File: config.mk
export PLATFORM = sky130hd
export DESIGN_NAME = morton_run_quadtree_blocks_core
export DESIGN_NICKNAME = d
export VERILOG_FILES = /design/src/rtl/core/mqb_pkg.sv /design/src/rtl/core/mqb_step_unit.sv /design/src/rtl/core/morton_run_quadtree_blocks_core.sv
export SDC_FILE = /design/constraint.sdc
export NUM_CORES = 1
export LEC_CHECK = 0
export BUFFER_PORTS_ARGS = -buffer_cell sky130_fd_sc_hd__buf_2
export CORE_MARGIN = 2
export CORE_UTILIZATION = 55
export DETAILED_ROUTE_END_ITERATION = 8
export PLACE_DENSITY_LB_ADDON = 0.25
export RECOVER_POWER = 25
export SLEW_MARGIN = 20
export SYNTH_ARGS = -nofsm -noshare
export SYNTH_HDL_FRONTEND = slang
export SYNTH_SLANG_ARGS = --single-unit
File: constraint.sdc
create_clock -name clock -period 5.5 [get_ports clock]
set_input_delay 0.825 -clock clock [delete_from_list [all_inputs] [get_ports clock]]
set_output_delay 0.825 -clock clock [all_outputs]
set_load 0.1 [all_outputs]
File: src/rtl/core/mqb_pkg.sv
`timescale 1ns / 1ps
`default_nettype none
// ----------------------------------------------------------------------------
// mqb_pkg
// Shared widths, register map and step-unit result type for the Morton-run
// quadtree block splitter.
// ----------------------------------------------------------------------------
package mqb_pkg;

   localparam int MAX_LEVELS = 8;
   localparam int CODE_W     = 2 * MAX_LEVELS;   // Morton code of a cell
   localparam int POS_W      = CODE_W + 1;       // also holds the grid size
   localparam int SHIFT_W    = $clog2(CODE_W + 1) + 1;
   localparam int LEVEL_W    = 4;

   localparam int CSR_DATA_W = 32;
   localparam int CSR_ADDR_W = 3;
   localparam int CSR_IDX_W  = CSR_ADDR_W - 2;

   localparam logic [CSR_IDX_W-1:0] REG_GRID_LEVELS = CSR_IDX_W'(0);
   localparam logic [LEVEL_W-1:0]   GRID_LEVELS_RESET = LEVEL_W'(MAX_LEVELS);

   // one step of the block walk, decoded from the current position
   typedef struct packed {
      logic               ascend;     // low digit is zero: climb one level
      logic               halt;       // position ran out
      logic               emit;       // current block belongs to the run
      logic               done;       // walk ends after this step
      logic               to_up;      // downward walk passed the run start
      logic [POS_W-1:0]   next_t;
      logic [CODE_W-1:0]  code;
      logic [LEVEL_W-1:0] level;
      logic [POS_W-1:0]   up_limit;
   } step_type;

   // clamp the programmed grid depth into the supported range
   function automatic logic [LEVEL_W-1:0] eff_levels(input logic [LEVEL_W-1:0] raw);
      logic [LEVEL_W-1:0] lv;
      lv = raw;
      if (raw < LEVEL_W'(1)) begin
         lv = LEVEL_W'(1);
      end else if (raw > LEVEL_W'(MAX_LEVELS)) begin
         lv = LEVEL_W'(MAX_LEVELS);
      end
      return lv;
   endfunction

endpackage
`default_nettype wire

File: src/rtl/core/mqb_step_unit.sv
`timescale 1ns / 1ps
`default_nettype none
// ----------------------------------------------------------------------------
// mqb_step_unit
// Shared shift/compare unit: decodes one step of the downward or upward
// quadtree block walk from the position, block size and run bound.
// ----------------------------------------------------------------------------
module mqb_step_unit import mqb_pkg::*; (
   input  wire logic               up_mode,
   input  wire logic [POS_W-1:0]   t,
   input  wire logic [SHIFT_W-1:0] shift,
   input  wire logic [POS_W-1:0]   bound,
   input  wire logic [LEVEL_W-1:0] levels,
   output step_type                res
);

   logic [POS_W-1:0]     t_dec;
   logic [POS_W-1:0]     t_inc;
   logic [POS_W-1:0]     sel;
   logic [POS_W-1:0]     code_w;
   logic [POS_W-1:0]     step;
   logic [LEVEL_W-1:0]   half;
   logic                 below;
   logic                 hit;
   logic                 busy;

   assign t_dec  = t - POS_W'(1);
   assign t_inc  = t + POS_W'(1);
   assign sel    = up_mode ? t : t_dec;
   assign code_w = sel << shift;
   assign step   = POS_W'(1) << shift;
   assign below  = code_w < bound;
   assign hit    = code_w == bound;
   assign half   = shift[LEVEL_W:1];

   always_comb begin
      res.halt     = (t == '0);
      res.ascend   = !res.halt && (t[1:0] == 2'b00);
      busy         = !res.halt && !res.ascend;
      res.code     = code_w[CODE_W-1:0];
      res.up_limit = code_w + step;
      res.level    = (half <= levels) ? (levels - half) : '0;
      if (up_mode) begin
         res.emit   = busy && below;
         res.done   = res.halt || (busy && !below);
         res.to_up  = 1'b0;
         res.next_t = res.ascend ? (t >> 2) : t_inc;
      end else begin
         res.emit   = busy && !below;
         res.done   = res.halt || (busy && !below && hit);
         res.to_up  = busy && below;
         res.next_t = res.ascend ? (t >> 2) : t_dec;
      end
   end

endmodule
`default_nettype wire

File: src/rtl/core/morton_run_quadtree_blocks_core.sv
`timescale 1ns / 1ps
`default_nettype none
// ----------------------------------------------------------------------------
// morton_run_quadtree_blocks_core
// Splits runs of equal cell validity, received in Morton order, into maximal
// aligned quadtree blocks.
// ----------------------------------------------------------------------------
// Each request beat carries one cell. A cell that keeps the current run open
// is taken while the block is idle, and the block stays ready for the next
// cell. A cell that ends a run, or the last cell of the grid, starts a walk
// through one shared shift/compare unit, which emits blocks, climbs quadtree
// levels (at most grid_levels per walk), hands a walk down over to a walk up,
// ends an upward walk, starts the flush walk at the grid end and releases the
// final block. The request side is held off for the whole walk, also while
// the response side stalls. Blocks leave through a one-deep holding stage and
// an output register, and the walk waits while both are full; the last block
// of a cell carries last_of_run. Writing grid_levels (clamped to 1..8)
// restarts the grid at cell 0.
// ----------------------------------------------------------------------------
module morton_run_quadtree_blocks_core import mqb_pkg::*; (
   input  wire logic                  clock,
   input  wire logic                  reset,
   input  wire logic                  req_valid,
   output logic                       req_ready,
   input  wire logic                  req_cell_valid,
   output logic                       rsp_valid,
   input  wire logic                  rsp_ready,
   output logic [CODE_W-1:0]          rsp_block_code,
   output logic [LEVEL_W-1:0]         rsp_block_level,
   output logic                       rsp_block_valid,
   output logic                       rsp_last_of_run,
   input  wire logic                  csr_psel,
   input  wire logic                  csr_penable,
   input  wire logic                  csr_pwrite,
   input  wire logic [CSR_ADDR_W-1:0] csr_paddr,
   input  wire logic [CSR_DATA_W-1:0] csr_pwdata,
   output logic [CSR_DATA_W-1:0]      csr_prdata,
   output logic                       csr_pready
);

   typedef enum logic [2:0] {
      ST_IDLE,
      ST_DOWN,
      ST_UP,
      ST_FLUSH,
      ST_FINISH
   } state_type;

   state_type            state_ff, state_in;
   logic [LEVEL_W-1:0]   grid_levels_ff, grid_levels_in;
   logic [CODE_W-1:0]    counter_ff, counter_in;
   logic [CODE_W-1:0]    run_start_ff, run_start_in;
   logic                 run_valid_ff, run_valid_in;
   logic                 flush_ff, flush_in;
   logic [POS_W-1:0]     t_ff, t_in;
   logic [SHIFT_W-1:0]   shift_ff, shift_in;
   logic [POS_W-1:0]     bound_ff, bound_in;
   logic                 walk_valid_ff, walk_valid_in;
   logic                 pend_valid_ff, pend_valid_in;
   logic [CODE_W-1:0]    pend_code_ff, pend_code_in;
   logic [LEVEL_W-1:0]   pend_level_ff, pend_level_in;
   logic                 pend_bv_ff, pend_bv_in;
   logic                 out_valid_ff, out_valid_in;
   logic [CODE_W-1:0]    out_code_ff, out_code_in;
   logic [LEVEL_W-1:0]   out_level_ff, out_level_in;
   logic                 out_bv_ff, out_bv_in;
   logic                 out_last_ff, out_last_in;

   logic [LEVEL_W-1:0]   levels;
   logic [POS_W-1:0]     size_w;
   logic [CODE_W-1:0]    size_m1;
   logic [CODE_W-1:0]    cur_cell;
   logic                 cell_last;
   logic                 out_free;
   logic                 can_emit;
   logic                 emit_go;
   logic [CODE_W-1:0]    emit_code;
   logic [LEVEL_W-1:0]   emit_level;
   logic                 emit_bv;
   logic                 csr_hit;
   logic                 csr_wr;
   step_type             step;

   assign levels    = eff_levels(grid_levels_ff);
   assign size_w    = POS_W'(1) << {levels, 1'b0};
   assign size_m1   = CODE_W'(size_w - POS_W'(1));
   assign cur_cell  = (counter_ff > size_m1) ? '0 : counter_ff;
   assign cell_last = (cur_cell == size_m1);
   assign out_free  = !out_valid_ff || rsp_ready;
   assign can_emit  = !pend_valid_ff || out_free;

   assign csr_hit    = (csr_paddr[CSR_ADDR_W-1:2] == REG_GRID_LEVELS);
   assign csr_wr     = csr_psel && csr_penable && csr_pwrite && csr_hit;
   assign csr_pready = 1'b1;
   assign csr_prdata = csr_hit ? CSR_DATA_W'(grid_levels_ff) : '0;

   assign req_ready       = (state_ff == ST_IDLE);
   assign rsp_valid       = out_valid_ff;
   assign rsp_block_code  = out_code_ff;
   assign rsp_block_level = out_level_ff;
   assign rsp_block_valid = out_bv_ff;
   assign rsp_last_of_run = out_last_ff;

   mqb_step_unit u_step (
      .up_mode (state_ff == ST_UP),
      .t       (t_ff),
      .shift   (shift_ff),
      .bound   (bound_ff),
      .levels  (levels),
      .res     (step)
   );

   always_comb begin
      state_in       = state_ff;
      grid_levels_in = grid_levels_ff;
      counter_in     = counter_ff;
      run_start_in   = run_start_ff;
      run_valid_in   = run_valid_ff;
      flush_in       = flush_ff;
      t_in           = t_ff;
      shift_in       = shift_ff;
      bound_in       = bound_ff;
      walk_valid_in  = walk_valid_ff;
      pend_valid_in  = pend_valid_ff;
      pend_code_in   = pend_code_ff;
      pend_level_in  = pend_level_ff;
      pend_bv_in     = pend_bv_ff;
      out_valid_in   = out_valid_ff && !rsp_ready;
      out_code_in    = out_code_ff;
      out_level_in   = out_level_ff;
      out_bv_in      = out_bv_ff;
      out_last_in    = out_last_ff;
      emit_go        = 1'b0;
      emit_code      = step.code;
      emit_level     = step.level;
      emit_bv        = walk_valid_ff;

      unique case (state_ff)
         ST_IDLE: begin
            if (req_valid) begin
               counter_in = cell_last ? '0 : cur_cell + CODE_W'(1);
               if (cur_cell == '0) begin
                  run_valid_in = req_cell_valid;
                  run_start_in = '0;
               end else if (req_cell_valid != run_valid_ff) begin
                  t_in          = {1'b0, cur_cell};
                  shift_in      = '0;
                  bound_in      = {1'b0, run_start_ff};
                  walk_valid_in = run_valid_ff;
                  run_start_in  = cur_cell;
                  run_valid_in  = req_cell_valid;
                  flush_in      = cell_last;
                  state_in      = ST_DOWN;
               end else if (cell_last) begin
                  state_in = ST_FLUSH;
               end
            end
         end
         ST_DOWN, ST_UP: begin
            if (step.ascend) begin
               t_in     = step.next_t;
               shift_in = shift_ff + SHIFT_W'(2);
            end else if (step.to_up) begin
               // walked below the run start: fill the rest upward from it
               t_in     = bound_ff;
               bound_in = step.up_limit;
               shift_in = '0;
               state_in = ST_UP;
            end else if (step.emit) begin
               if (can_emit) begin
                  emit_go = 1'b1;
                  t_in    = step.next_t;
                  if (step.done) begin
                     state_in = flush_ff ? ST_FLUSH : ST_FINISH;
                  end
               end
            end else begin
               state_in = flush_ff ? ST_FLUSH : ST_FINISH;
            end
         end
         ST_FLUSH: begin
            if (run_start_ff == '0) begin
               // uniform grid: one root block
               if (can_emit) begin
                  emit_go    = 1'b1;
                  emit_code  = '0;
                  emit_level = '0;
                  emit_bv    = run_valid_ff;
                  flush_in   = 1'b0;
                  state_in   = ST_FINISH;
               end
            end else begin
               t_in          = {1'b0, run_start_ff};
               shift_in      = '0;
               bound_in      = size_w;
               walk_valid_in = run_valid_ff;
               run_start_in  = '0;
               flush_in      = 1'b0;
               state_in      = ST_UP;
            end
         end
         ST_FINISH: begin
            if (!pend_valid_ff) begin
               state_in = ST_IDLE;
            end else if (out_free) begin
               out_valid_in  = 1'b1;
               out_code_in   = pend_code_ff;
               out_level_in  = pend_level_ff;
               out_bv_in     = pend_bv_ff;
               out_last_in   = 1'b1;
               pend_valid_in = 1'b0;
               state_in      = ST_IDLE;
            end
         end
         default: begin
            state_in = ST_IDLE;
         end
      endcase

      // hold the newest block back in the holding stage so the last one can be marked
      if (emit_go) begin
         if (pend_valid_ff) begin
            out_valid_in = 1'b1;
            out_code_in  = pend_code_ff;
            out_level_in = pend_level_ff;
            out_bv_in    = pend_bv_ff;
            out_last_in  = 1'b0;
         end
         pend_valid_in = 1'b1;
         pend_code_in  = emit_code;
         pend_level_in = emit_level;
         pend_bv_in    = emit_bv;
      end

      if (csr_wr) begin
         grid_levels_in = csr_pwdata[LEVEL_W-1:0];
         counter_in     = '0;
         run_start_in   = '0;
         run_valid_in   = 1'b0;
      end
   end

   always_ff @(posedge clock) begin
      if (reset) begin
         state_ff       <= ST_IDLE;
         grid_levels_ff <= GRID_LEVELS_RESET;
         counter_ff     <= '0;
         run_start_ff   <= '0;
         run_valid_ff   <= 1'b0;
         flush_ff       <= 1'b0;
         pend_valid_ff  <= 1'b0;
         out_valid_ff   <= 1'b0;
      end else begin
         state_ff       <= state_in;
         grid_levels_ff <= grid_levels_in;
         counter_ff     <= counter_in;
         run_start_ff   <= run_start_in;
         run_valid_ff   <= run_valid_in;
         flush_ff       <= flush_in;
         pend_valid_ff  <= pend_valid_in;
         out_valid_ff   <= out_valid_in;
      end
      t_ff          <= t_in;
      shift_ff      <= shift_in;
      bound_ff      <= bound_in;
      walk_valid_ff <= walk_valid_in;
      pend_code_ff  <= pend_code_in;
      pend_level_ff <= pend_level_in;
      pend_bv_ff    <= pend_bv_in;
      out_code_ff   <= out_code_in;
      out_level_ff  <= out_level_in;
      out_bv_ff     <= out_bv_in;
      out_last_ff   <= out_last_in;
   end

endmodule
`default_nettype wire
# Yosys cells after proc, flatten, opt, wreduce, memory -nomap -nowiden
# Cells that the tools add are included.
[totals]
regBits = 127
wordCells = 206
output_inout_bits = 57
[classes]
order_cmp = 5
n_eq_ne = 22
n_addsub = 7
bitwise = 1
n_reduce_logical = 39
mux = 110
shift = 3
[ops]
columns = ["op", "n"]
rows = [
  ["$mux W17", 17],
  ["$mux W16", 14],
  ["$pmux W17 S3", 2],
  ["$mux W4", 12],
  ["$mux W3", 14],
  ["$mux W1", 38],
  ["$mux W6", 6],
  ["$logic_not A16 Y1", 2],
  ["$pmux W16 S2", 1],
  ["$mux W20", 1],
  ["$pmux W6 S3", 1],
  ["$add A17 B1 Y17 const B", 1],
  ["$add A17 B17 Y17", 1],
  ["$eq A17 B17 Y1", 1],
  ["$logic_not A17 Y1", 1],
  ["$lt A17 B17 Y1", 1],
  ["$shl A1 B5 Y17 const A", 1],
  ["$shl A1 B6 Y17 const A", 1],
  ["$shl A17 B6 Y17", 1],
  ["$sub A17 B1 Y17 const B", 1],
  ["$add A16 B1 Y16 const B", 1],
  ["$eq A16 B16 Y1", 1],
  ["$gt A16 B16 Y1", 1],
  ["$ne A4 B4 Y1 const B", 4],
  ["other kinds (32)", 63],
]

# Longest topological paths before layout
# Gate-level depths: netlist of run 1.
[logic_depth]
ltp_word = 15
depth_mapped = 26
mapped_depth_nobuf = 21

# Hierarchy
# Synthesis of run 1 repeated with hierarchy kept, for this count alone.
[unflattened]
cells_unflattened = 1243
hier_area_um2 = 10481.3
[modules_own_cells]
columns = ["mod", "cells_per_inst", "seq_area_each_um2", "n_inst", "area_per_inst_um2"]
rows = [
  ["morton_run_quadtree_blocks_core", 717, 3353.2, 1, 7089.3],
  ["mqb_step_unit", 526, 0.0, 1, 3392.0],
]

# Worst setup path before layout of run 1
# Ideal clock, no wire load.
[synth_path]
kind = "register to register"
startpoint = "reg grid_levels_ff[2]"
endpoint = "reg t_ff[0], enable pin"
path_buffers = 5
stages_incl_launch_ff = 24
synth_period_minus_slack_ps = 6000
path_slack_ps = -500
setup_ps = 397
t_arrival_ps = 5604
cell_sequence = "dfxtp_1 > buf_2 > clkbuf_1 > nor3_1 > inv_1 > ha_1 > clkbuf_1 > o31ai_1 > a22oi_1 > ha_1 > a21o_1 > a21o_1 > a21oi_1 > o22ai_1 > a2111oi_4 > nand2b_1 > clkbuf_1 > buf_1 > nand2_1 > ha_1 > o21ai_0 > o21ai_0 > or3_1 > a21oi_1"
[synth_between]
elab_chain_cells = 10
elab_cells_between_ends = 11
cone_classes = "add/sub (1); order compare (3); eq/ne (1); shift (1); mux (3); reduce/logical (2)"
[synth_lines]
columns = ["element", "line_no", "text"]
rows = [
  ["from (decl)", "morton_run_quadtree_blocks_core.sv:50", "logic [LEVEL_W-1:0] grid_levels_ff, grid_levels_in;"],
  ["from (signal assigned)", "morton_run_quadtree_blocks_core.sv:255", "grid_levels_ff <= grid_levels_in;"],
  ["$gt A4 B4 Y1", "mqb_pkg.sv:42", "end else if (raw > LEVEL_W'(MAX_LEVELS)) begin"],
  ["$mux W4", "mqb_pkg.sv:42", ""],
  ["$mux W4 (*)", "mqb_pkg.sv:40", "if (raw < LEVEL_W'(1)) begin"],
  ["$shl A1 B5 Y17 (*)", "morton_run_quadtree_blocks_core.sv:85", "assign size_w = POS_W'(1) << {levels, 1'b0};"],
  ["$sub A16 B1 Y16 (*)", "morton_run_quadtree_blocks_core.sv:86", "assign size_m1 = CODE_W'(size_w - POS_W'(1));"],
  ["$gt A16 B16 Y1 (*)", "morton_run_quadtree_blocks_core.sv:87", "assign cur_cell = (counter_ff > size_m1) ? '0 : counter_ff;"],
  ["$mux W16 (*)", "morton_run_quadtree_blocks_core.sv:87", ""],
  ["$logic_not A16 Y1 (*)", "morton_run_quadtree_blocks_core.sv:142", "if (cur_cell == '0) begin"],
  ["$ne A2 B2 Y1 (no source line) (*)", "--", ""],
  ["$reduce_and A7 Y1 (no source line) (*)", "--", ""],
  ["to (signal assigned)", "morton_run_quadtree_blocks_core.sv:263", "t_ff <= t_in;"],
  ["to (decl)", "morton_run_quadtree_blocks_core.sv:55", "logic [POS_W-1:0] t_ff, t_in;"],
]
# Every way passes the cells marked *; elsewhere a longest branch is shown, timed or not.
# A chain may end at the register's enable or synchronous reset.

==> metrics.cfg, run 1 <==
[floorplan]
rows = 49
dieArea_um2 = 19200
die_h_um = 139
core_region_area_um2 = 17800
start_util = 0.559
pin_count = 100
die_w_um = 139

[route]
via_count = 9237
ant_nets = 0
wire_per_inst_um = 19.9
vias_per_cell = 6.34
wl_mm = 29.0
wl_met2_mm = 13.3
maxUsedRoutingLayer = met4
wl_met3_mm = 2.20
drt-initial-drc-count = 1057
first_pass_iters = 6
met1_length_mm = 12.1
drc = 0

[pwr]
peakVddDrop_uv = 331
power_density_nw_per_um2 = 551
power_mw = 6.07
leakagePower_nw = 4.29

[synth]
synth_top_family_by_area = simple AND/OR/NAND/NOR gates
synthesis.area_um2 = 9960
syn_inst = 1182
synthSimpleGateAreaFrac = 0.227
yosysWarnings = 0
ys_seq_elements = 126
yosysUniqueCellTypes = 86
ys_dominant_reg_cell = edfxtp_1
syn_area_per_cell_um2 = 8.43
synth_xor_area_frac = 0.0483
netlist_top_cells_count = nand2_1, nor2_1, edfxtp_1
synthMuxAreaShare = 0.0249
synthTopCellsByArea = edfxtp_1, dfxtp_1, ha_1, o21ai_0, nand2_1
synth_compound_area_frac = 0.212
synth_top_area_frac = 0.250
yosysTopAreaCell = edfxtp_1
synth-seq-area-share = 0.337
synthAdderAreaFrac = 0.0736
synthArstFlopShare = 0
synth_edf_count = 83

[sta]
max_slew_margin = 0.206
max_freq_mhz = 189
fin_crit_sh = 0.962
clock_skew_ps = 9.87
fin_setup_tns_ps = 0
tightest_slew_ps = 1200
rsz0062_at_grt = false
fin_crit_ps = 5290
hold_viol_final = 0
maxSlewViolCount = 0
fin_ws_ps = 206
setup_violations = 0

[cts]
clk_latency_ps = 430
cts_tree = done
clkTransAtPathRegs_ps = 60
cts_buffer_depth = 2
h-tree-depth = 4
cts-hold-fix-buffers = 0
cts.sinks = 126
cts-root-buf = clkbuf_16
cts_buffers = 17

[grt]
overflow = 0
grt_max_degree = 43
grt_use_total = 0.299
grt_pass1_vias = 8596
grt_pass1_wl_mm = 45.5
antenna_found_initial = 0

[setup_path]
cp_max_fo = 42
worstSetupStartpointType = flip-flop
path_class = flip-flop to flip-flop
cp_data_required_time_ps = 5680
worstPathArrival_ps = 5480
cp_slowest_stage_delay_ps = 580
critPathCaptureType = flip-flop
slowest_stage = or4_4
cp_cell_sequence = or4_4 > nor4_1 > buf_4 > nand2_1 > xnor2_1 > nand2_1 > o2111ai_1 > o21ai_0 > a22oi_1 > ha_1 > a21o_1 > a21o_1 > a21oi_1 > o21ai_0 > or2_2 > xnor2_1 > a41o_2 > o21a_1 > buf_12 > and2_1

[place]
pre_cts_slack_ps = 289
dpl_cell_area_um2 = 10500
hpwl_mm = 21.8
gp_congestion = 0.995
io_buffer_count = 40

[flow_run]
maxCapViolCount = 0

[layout]
drive_above_1_share = 0.120
diodes = 0
nFillCells = 1566
syn2layout_area_growth_pct = 10.5
nets = 1315
postLayoutCellArea_um2 = 11000

[min_path]
hold_path.class = flip-flop to flip-flop

[run_status]
status = completed

==> cell usage in the layout, fill, tap and decap left out, drive strengths merged, types with 10 or more instances in the layout <==
master	n
nand2	99
nor2	99
edfxtp	83
o21ai	80
a21oi	70
buf	67
inv	64
ha	57
clkbuf	48
dfxtp	43
nor3	37
xnor2	35
conb	32
and2	32
nand3	30
nand4	21
nor2b	20
xor2	20
mux2i	18
or3	17
nor4	17
and3	16
a21o	16
a22oi	16
a22o	14
a31oi	12
or2	12
o211ai	11
a211oi	10
==> stage by stage <==
| step | util | std cells | hold slack (ps) |
|---|---|---|---|
| after detailed placement | 0.587 | 1424 | 503 |
| after CTS | 0.619 | 1456 | 518 |
| after global routing | 0.617 | 1456 | 530 |
| final | 0.617 | 1456 | 514 |
| after floorplan | - | 1212 | 461 |
| after global placement | 0.587 | 1424 | 498 |
==> report_power, final <==
| group | leakage, nW | switching (mW) | total, mW | internal [mW] |
|---|---|---|---|---|
| clock | 0.274 | 0.495 | 1.10 | 0.601 |
| combinational | 2.92 | 2.27 | 3.43 | 1.16 |
| sequential | 1.10 | 0.190 | 1.54 | 1.35 |
| total | 4.29 | 2.95 | 6.07 | 3.12 |
==> per-layer routing <==
metal | track usage | up-vias
met5 | 0 | -
met4 | 0.161 | 0
met3 | 0.0463 | 105
met2 | 0.478 | 488
met1 | 0.391 | 4312
li1 | - | 4332
==> critical path: cells and delay by family, from the launching register on <==
kind	cells	cell delay, ps
adders and majority gates	1	340
xor gates and xnor gates	2	390
AOI/OAI and AO/OA	9	1990
and+or+nand+nor	6	1530
buffers and inverters	2	360
DFF	1	400
==> area by class of cell <==
type                    count  area (um^2)  share of cell area
multi-input cells         918         6000               0.545
flip-flops and latches    126         3360               0.305
repair buffers             98          604              0.0549
clock buffers              17          425              0.0386
well taps                 229          287              0.0260
inverters                  53          199              0.0181
clock inverters            15          145              0.0132
==> final timing paths <==
kind	from	endpoint	slack [ps]	depth (start not counted)
hold reg to reg	pend_code_ff[1]$_DFFE_PN_	flip-flop	510	1
hold / removal	pend_code_ff[1]$_DFFE_PN_	flip-flop	510	1
setup / recovery	t_ff[5]$_DFFE_PP_	flip-flop	210	20
setup reg to reg	t_ff[5]$_DFFE_PP_	flip-flop	210	20
==> kinds of logic after synthesis <==
| kind of cell | count (synthesis) |
|---|---|
| adder cells (fa/ha/maj) | 58 |
| buffers and inverters | 168 |
| AND/OR/NAND/NOR | 439 |
| XOR/XNOR | 55 |
| flip-flops | 126 |
| AO/OA/AOI/OAI | 310 |
| other | 2 |
| multiplexers | 24 |
==> what timing repair did <==
item | 4_1_cts | 5_1_grt
endpoints found under the setup margin | 0 | 47
gates resized for setup | 0 | 6
buffers inserted | 0 | 0
No activity file was read; power rests on OpenSTA's default activity.
==> run 2, diff against run 1 <==
CORE_ASPECT_RATIO = 0.6   (was unset)
==> run 2 against run 1 <==
Effect of this change: the flow now finishes with violations (capacitance limit, slew limit); clock skew fell by 1.0 ps; sequential share of layout area fell by 0.35 points; critical path depth did not move; die area rose by 0.18%; non-clock buffer count rose by 10; design area rose by 1.1%; clock power rose by 9%; setup slack got worse by 2.6 ps; combinational power rose by 1%; global-route usage rose by 3.5 points; maximum frequency barely moved; register-to-register slack barely moved; critical path type unchanged; highest routed layer unchanged.
==> metrics.cfg, run 2 (synthesis results as in run 1) <==
[run_status]
status = finished with violations
violations = capacitance limit, slew limit

[cts]
clkTransAtPathRegs_ps = 60
clk_latency_ps = 440
cts.sinks = 126
cts_buffer_depth = 2
h-tree-depth = 4
cts-root-buf = clkbuf_16
cts_tree = done
cts_buffers = 17

[sta]
clock_skew_ps = 8.83
fin_crit_ps = 5300
tightest_slew_ps = 1640
fin_ws_ps = 204
max_freq_mhz = 189
fin_setup_tns_ps = 0
max_slew_margin = -0.124
maxSlewViolCount = 5
setup_violations = 0
fin_crit_sh = 0.963
hold_viol_final = 0
whs_ps = 515
rsz0062_at_grt = false

[floorplan]
core_region_area_um2 = 17900
die_w_um = 178
dieArea_um2 = 19200
die_h_um = 108
pin_count = 100
rows = 38
start_util = 0.556

[route]
drc = 0
ant_nets = 0
wl_mm = 31.4
wire_per_inst_um = 21.2
first_pass_iters = 7
vias_per_cell = 6.41
via_count = 9463
drt-initial-drc-count = 1415

[place]
pre_cts_slack_ps = 239
gp_congestion = 1.03
place_inst = 1443
hpwl_mm = 23.6
io_buffer_count = 40

[setup_path]
path_class = flip-flop to flip-flop
worstPathArrival_ps = 5490
worstSetupStartpointType = flip-flop
cp_data_required_time_ps = 5690
critPathCaptureType = flip-flop
cp_max_fo = 42
rr_worst_depth = 20

[min_path]
whs_path_depth = 1
hold_path.class = flip-flop to flip-flop

[flow_run]
maxCapViolCount = 1

[grt]
grt_use_total = 0.333
grt_max_degree = 43
antenna_found_initial = 0
grt_pass1_vias = 8556
overflow = 0
grt_pass1_wl_mm = 48.4

[pwr]
power_density_nw_per_um2 = 561
peakVddDrop_uv = 280
power_mw = 6.25
leakagePower_nw = 4.34

[layout]
syn2layout_area_growth_pct = 11.7
final_cells = 1477
diodes = 0
nFillCells = 1601
drive_above_1_share = 0.116
nets = 1325
mostFrequentLayoutCells = nand2_1, nor2_1, edfxtp_1, o21ai_0, a21oi_1
final_common_cell = nand2_1

run 2: changes by cell type in the layout (fill, tap and decap cells not counted), moves of 2 or more:
cell,before,now
buf_12,1,3
buf_4,55,58
bufinv_16,0,3
clkbuf_1,31,37
clkinv_4,0,6
dfxtp_1,41,43
dfxtp_2,2,0
inv_6,6,2
inv_8,5,1
run 2: metrics by stage:
stage	area, um^2	util
5_1_grt	11100	0.621
6_report	11100	0.621
3_3_place_gp	10600	0.589
2_1_floorplan	10100	-
3_5_place_dp	10600	0.589
4_1_cts	11200	0.623
run 2: final cells by class:
type                            instances  area, um^2  area share
Clock buffer                           18         429      0.0385
Clock inverter                         14         186      0.0167
Inverter                               53         199      0.0179
Multi-Input combinational cell        918        5980       0.537
Sequential cell                       126        3350       0.301
Tap cell                              240         300      0.0270
Timing Repair Buffer                  108         686      0.0616
run 2: timing repair:
action | in CTS | in global routing
gates resized for setup | 0 | 2
buffers inserted | 0 | 2
hold buffers | 0 | 0
endpoints found under the setup margin | 0 | 107
run 2: path summary, 6_finish.rpt:
kind	end	slack [ps]	start
hold / removal	flip-flop	520	pend_code_ff[11]$_DFFE_PN_
hold reg to reg	flip-flop	520	pend_code_ff[11]$_DFFE_PN_
setup / recovery	flip-flop	200	state_ff[1]$_SDFFE_PP0P_
setup reg to reg	flip-flop	200	state_ff[1]$_SDFFE_PP0P_
run 2: metal layers:
layer / track usage / part of all wire
met1: 0.507 / 0.44
met2: 0.440 / 0.38
met3: 0.122 / 0.16
met4: 0.0726 / 0.015
met5: 0.0104 / 0
run 2: critical path, cell delays in order, from the launching register on:
cell and delay, ps:
dfxtp_1 430, nor3b_2 630, buf_4 330, xnor2_1 190, nand2_1 80, o21ai_0 210, nor2_1 70, nor3_1 200
a21oi_1 80, nor2_1 210, ha_1 290, a21o_1 180, a21o_1 170, a211oi_1 300, o21ai_0 270, or2_2 370
xnor2_1 150, a41o_2 280, o21a_1 210, buf_12 170, and2_1 180
run 2: power breakdown:
part	internal, mW	switching, mW
Sequential	1.35	0.220
Combinational	1.17	2.30
Clock	0.722	0.476
Total	3.25	3.00
==> run 3, diff against run 2 <==
CORE_UTILIZATION = 61   (was 55)
clock period = 5.8 ns   (was 5.5 ns; I/O delays follow)
==> run 3 against run 2 <==
Effect of this change: the flow still finishes with violations (capacitance limit, slew limit); flip-flop and latch count unchanged; largest cell class unchanged; largest power group unchanged; global-route usage rose by 2.1 points; via count down 1.1%; design area decreased by 2.4%; total power is 8.2% lower.
==> metrics.cfg, run 3 (synthesis results as in run 1) <==
[route]
first_pass_iters = 7
drc = 0
wl_mm = 30.3
via_count = 9361
vias_per_cell = 6.56
ant_nets = 0
drt-initial-drc-count = 1379
wire_per_inst_um = 21.3

[pwr]
leakagePower_nw = 4.23
p_sw_mw = 2.79
peakVddDrop_uv = 299
p_seq_frac = 0.270
pwr-share-clk = 0.181
intPower_mw = 2.94
p_sw_frac = 0.487
p_comb_frac = 0.549
power_density_nw_per_um2 = 527

[sta]
tightest_slew_ps = 1690
maxSlewViolCount = 5
fin_setup_tns_ps = 0
clock_skew_ps = 10.0
max_freq_mhz = 177
rsz0062_at_grt = false
hold_viol_final = 0
setup_violations = 0
fin_ws_ps = 159
max_slew_margin = -0.155
fin_crit_sh = 0.973
fin_crit_ps = 5640

[setup_path]
cp_cell_sequence = inv_1 > ha_1 > inv_1 > or4_1 > nor2_1 > mux2_2 > o211ai_1 > o211ai_1 > a21oi_1 > a31oi_1 > nor2_1 > ha_1 > nand4_1 > nor3_1 > o21ai_0 > a31oi_1 > or2_2 > xnor2_1 > a41o_1 > o21a_1 > buf_12 > and2_1
critPathBufInv = 3
setup.worst_path.start = t_ff[1]$_DFFE_PP_
cp_slowest_stage_delay_ps = 630
worstPathArrival_ps = 5820
worstSetupStartpointType = flip-flop
cp_max_fo = 42
slowest_stage = or4_1
worst-r2r-setup-slack_ps = 160
r2r-start = t_ff[1]$_DFFE_PP_
critical_path.top_delay_family = simple AND/OR/NAND/NOR gates
critPathCaptureType = flip-flop
rr_worst_depth = 22
cp_data_required_time_ps = 5980
path_class = flip-flop to flip-flop

[floorplan]
dieArea_um2 = 17400
rows = 36
start_util = 0.618
core_region_area_um2 = 16100
die_w_um = 169
pin_count = 100
die_h_um = 103

[min_path]
hold_start = pend_code_ff[10]$_DFFE_PN_
whs_path_depth = 1
hold_path.class = flip-flop to flip-flop

[grt]
use_met2 = 0.480
grt_util_met1 = 0.521
overflow = 0
met3_usage = 0.144
busiest_layer = met1
grt_max_degree = 43
grt_pass1_vias = 8370
grt_pass1_wl_mm = 46.9
antenna_found_initial = 0
grt_use_total = 0.354

[place]
gp_congestion = 0.982
io_buffer_count = 40
pre_cts_slack_ps = 514
place_inst = 1394
hpwl_mm = 22.9

[layout]
syn2layout_area_growth_pct = 9.04
final_common_cell = nand2_1
drive_above_1_share = 0.103
diodes = 0
nFillCells = 1332
nets = 1305
final_cells = 1426
mostFrequentLayoutCells = nand2_1, nor2_1, edfxtp_1, o21ai_0, a21oi_1

[cts]
clk_latency_ps = 430
cts.sinks = 126
h-tree-depth = 4
cts_buffers = 17
cts_tree = done
clkTransAtPathRegs_ps = 60
cts-root-buf = clkbuf_16
cts_buffer_depth = 2

[run_status]
violations = capacitance limit, slew limit
status = finished with violations

[flow_run]
maxCapViolCount = 1

run 3: cell types whose count changed in the layout (fill, tap and decap cells not counted), sizes merged:
cell,previous run,this run
clkbuf,54,51
inv,56,57
clkinv,6,7
buf,72,55
bufinv,3,1
run 3: layout make-up:
type                       instances  area, um^2  share of cell area
clock buffer                      18         429              0.0395
clock inverter                    14         136              0.0126
inverter                          53         199              0.0183
multi-input combinational        918        5960               0.549
sequential                       126        3350               0.309
tap                              209         262              0.0241
timing repair buffer              88         522              0.0480
run 3: worst max-delay path by stage:
stage                             end  slack (ps)  cells after the start
CTS                         flip-flop         420                     21
global placement            flip-flop         570                     19
detailed placement          flip-flop         510                     21
floorplan           t_ff[0]$_DFFE_PP_         150                     23
global route                flip-flop         100                     22
finish                      flip-flop         160                     22
run 3: stage by stage:
| stage | util | power (mW) | instance area (um^2) | hold WS (ps) |
|---|---|---|---|---|
| 2_1_floorplan | - | 3.67 | 10100 | 461 |
| 4_1_cts | 0.677 | 5.61 | 10900 | 516 |
| 6_report | 0.674 | 5.73 | 10900 | 517 |
| 3_3_place_gp | 0.642 | 4.51 | 10400 | 500 |
| 5_1_grt | 0.674 | 6.02 | 10900 | 525 |
| 3_5_place_dp | 0.642 | 4.56 | 10400 | 502 |
run 3: metal layers:
| metal | part of all wire | vias to the layer above | wire [um] |
|---|---|---|---|
| li1 | - | 4311 | - |
| met1 | 0.44 | 4370 | 13300 |
| met2 | 0.39 | 642 | 11700 |
| met3 | 0.16 | 38 | 4950 |
| met4 | 0.011 | 0 | 344 |
| met5 | 0 | - | 0 |
run 3: power by group through the flow:
stage               clock network (mW)  logic, mW  registers (mW)
floorplan                            0       2.20            1.48
global placement                     0       2.97            1.54
detailed placement                   0       3.01            1.55
CTS                               1.04       3.05            1.53
global route                      1.07       3.38            1.57
finish                            1.04       3.15            1.55
run 3: repair_timing:
item,CTS,global route
gates resized for setup,0,1
setup buffers,0,0
hold buffers,0,0
setup endpoints to repair,0,24
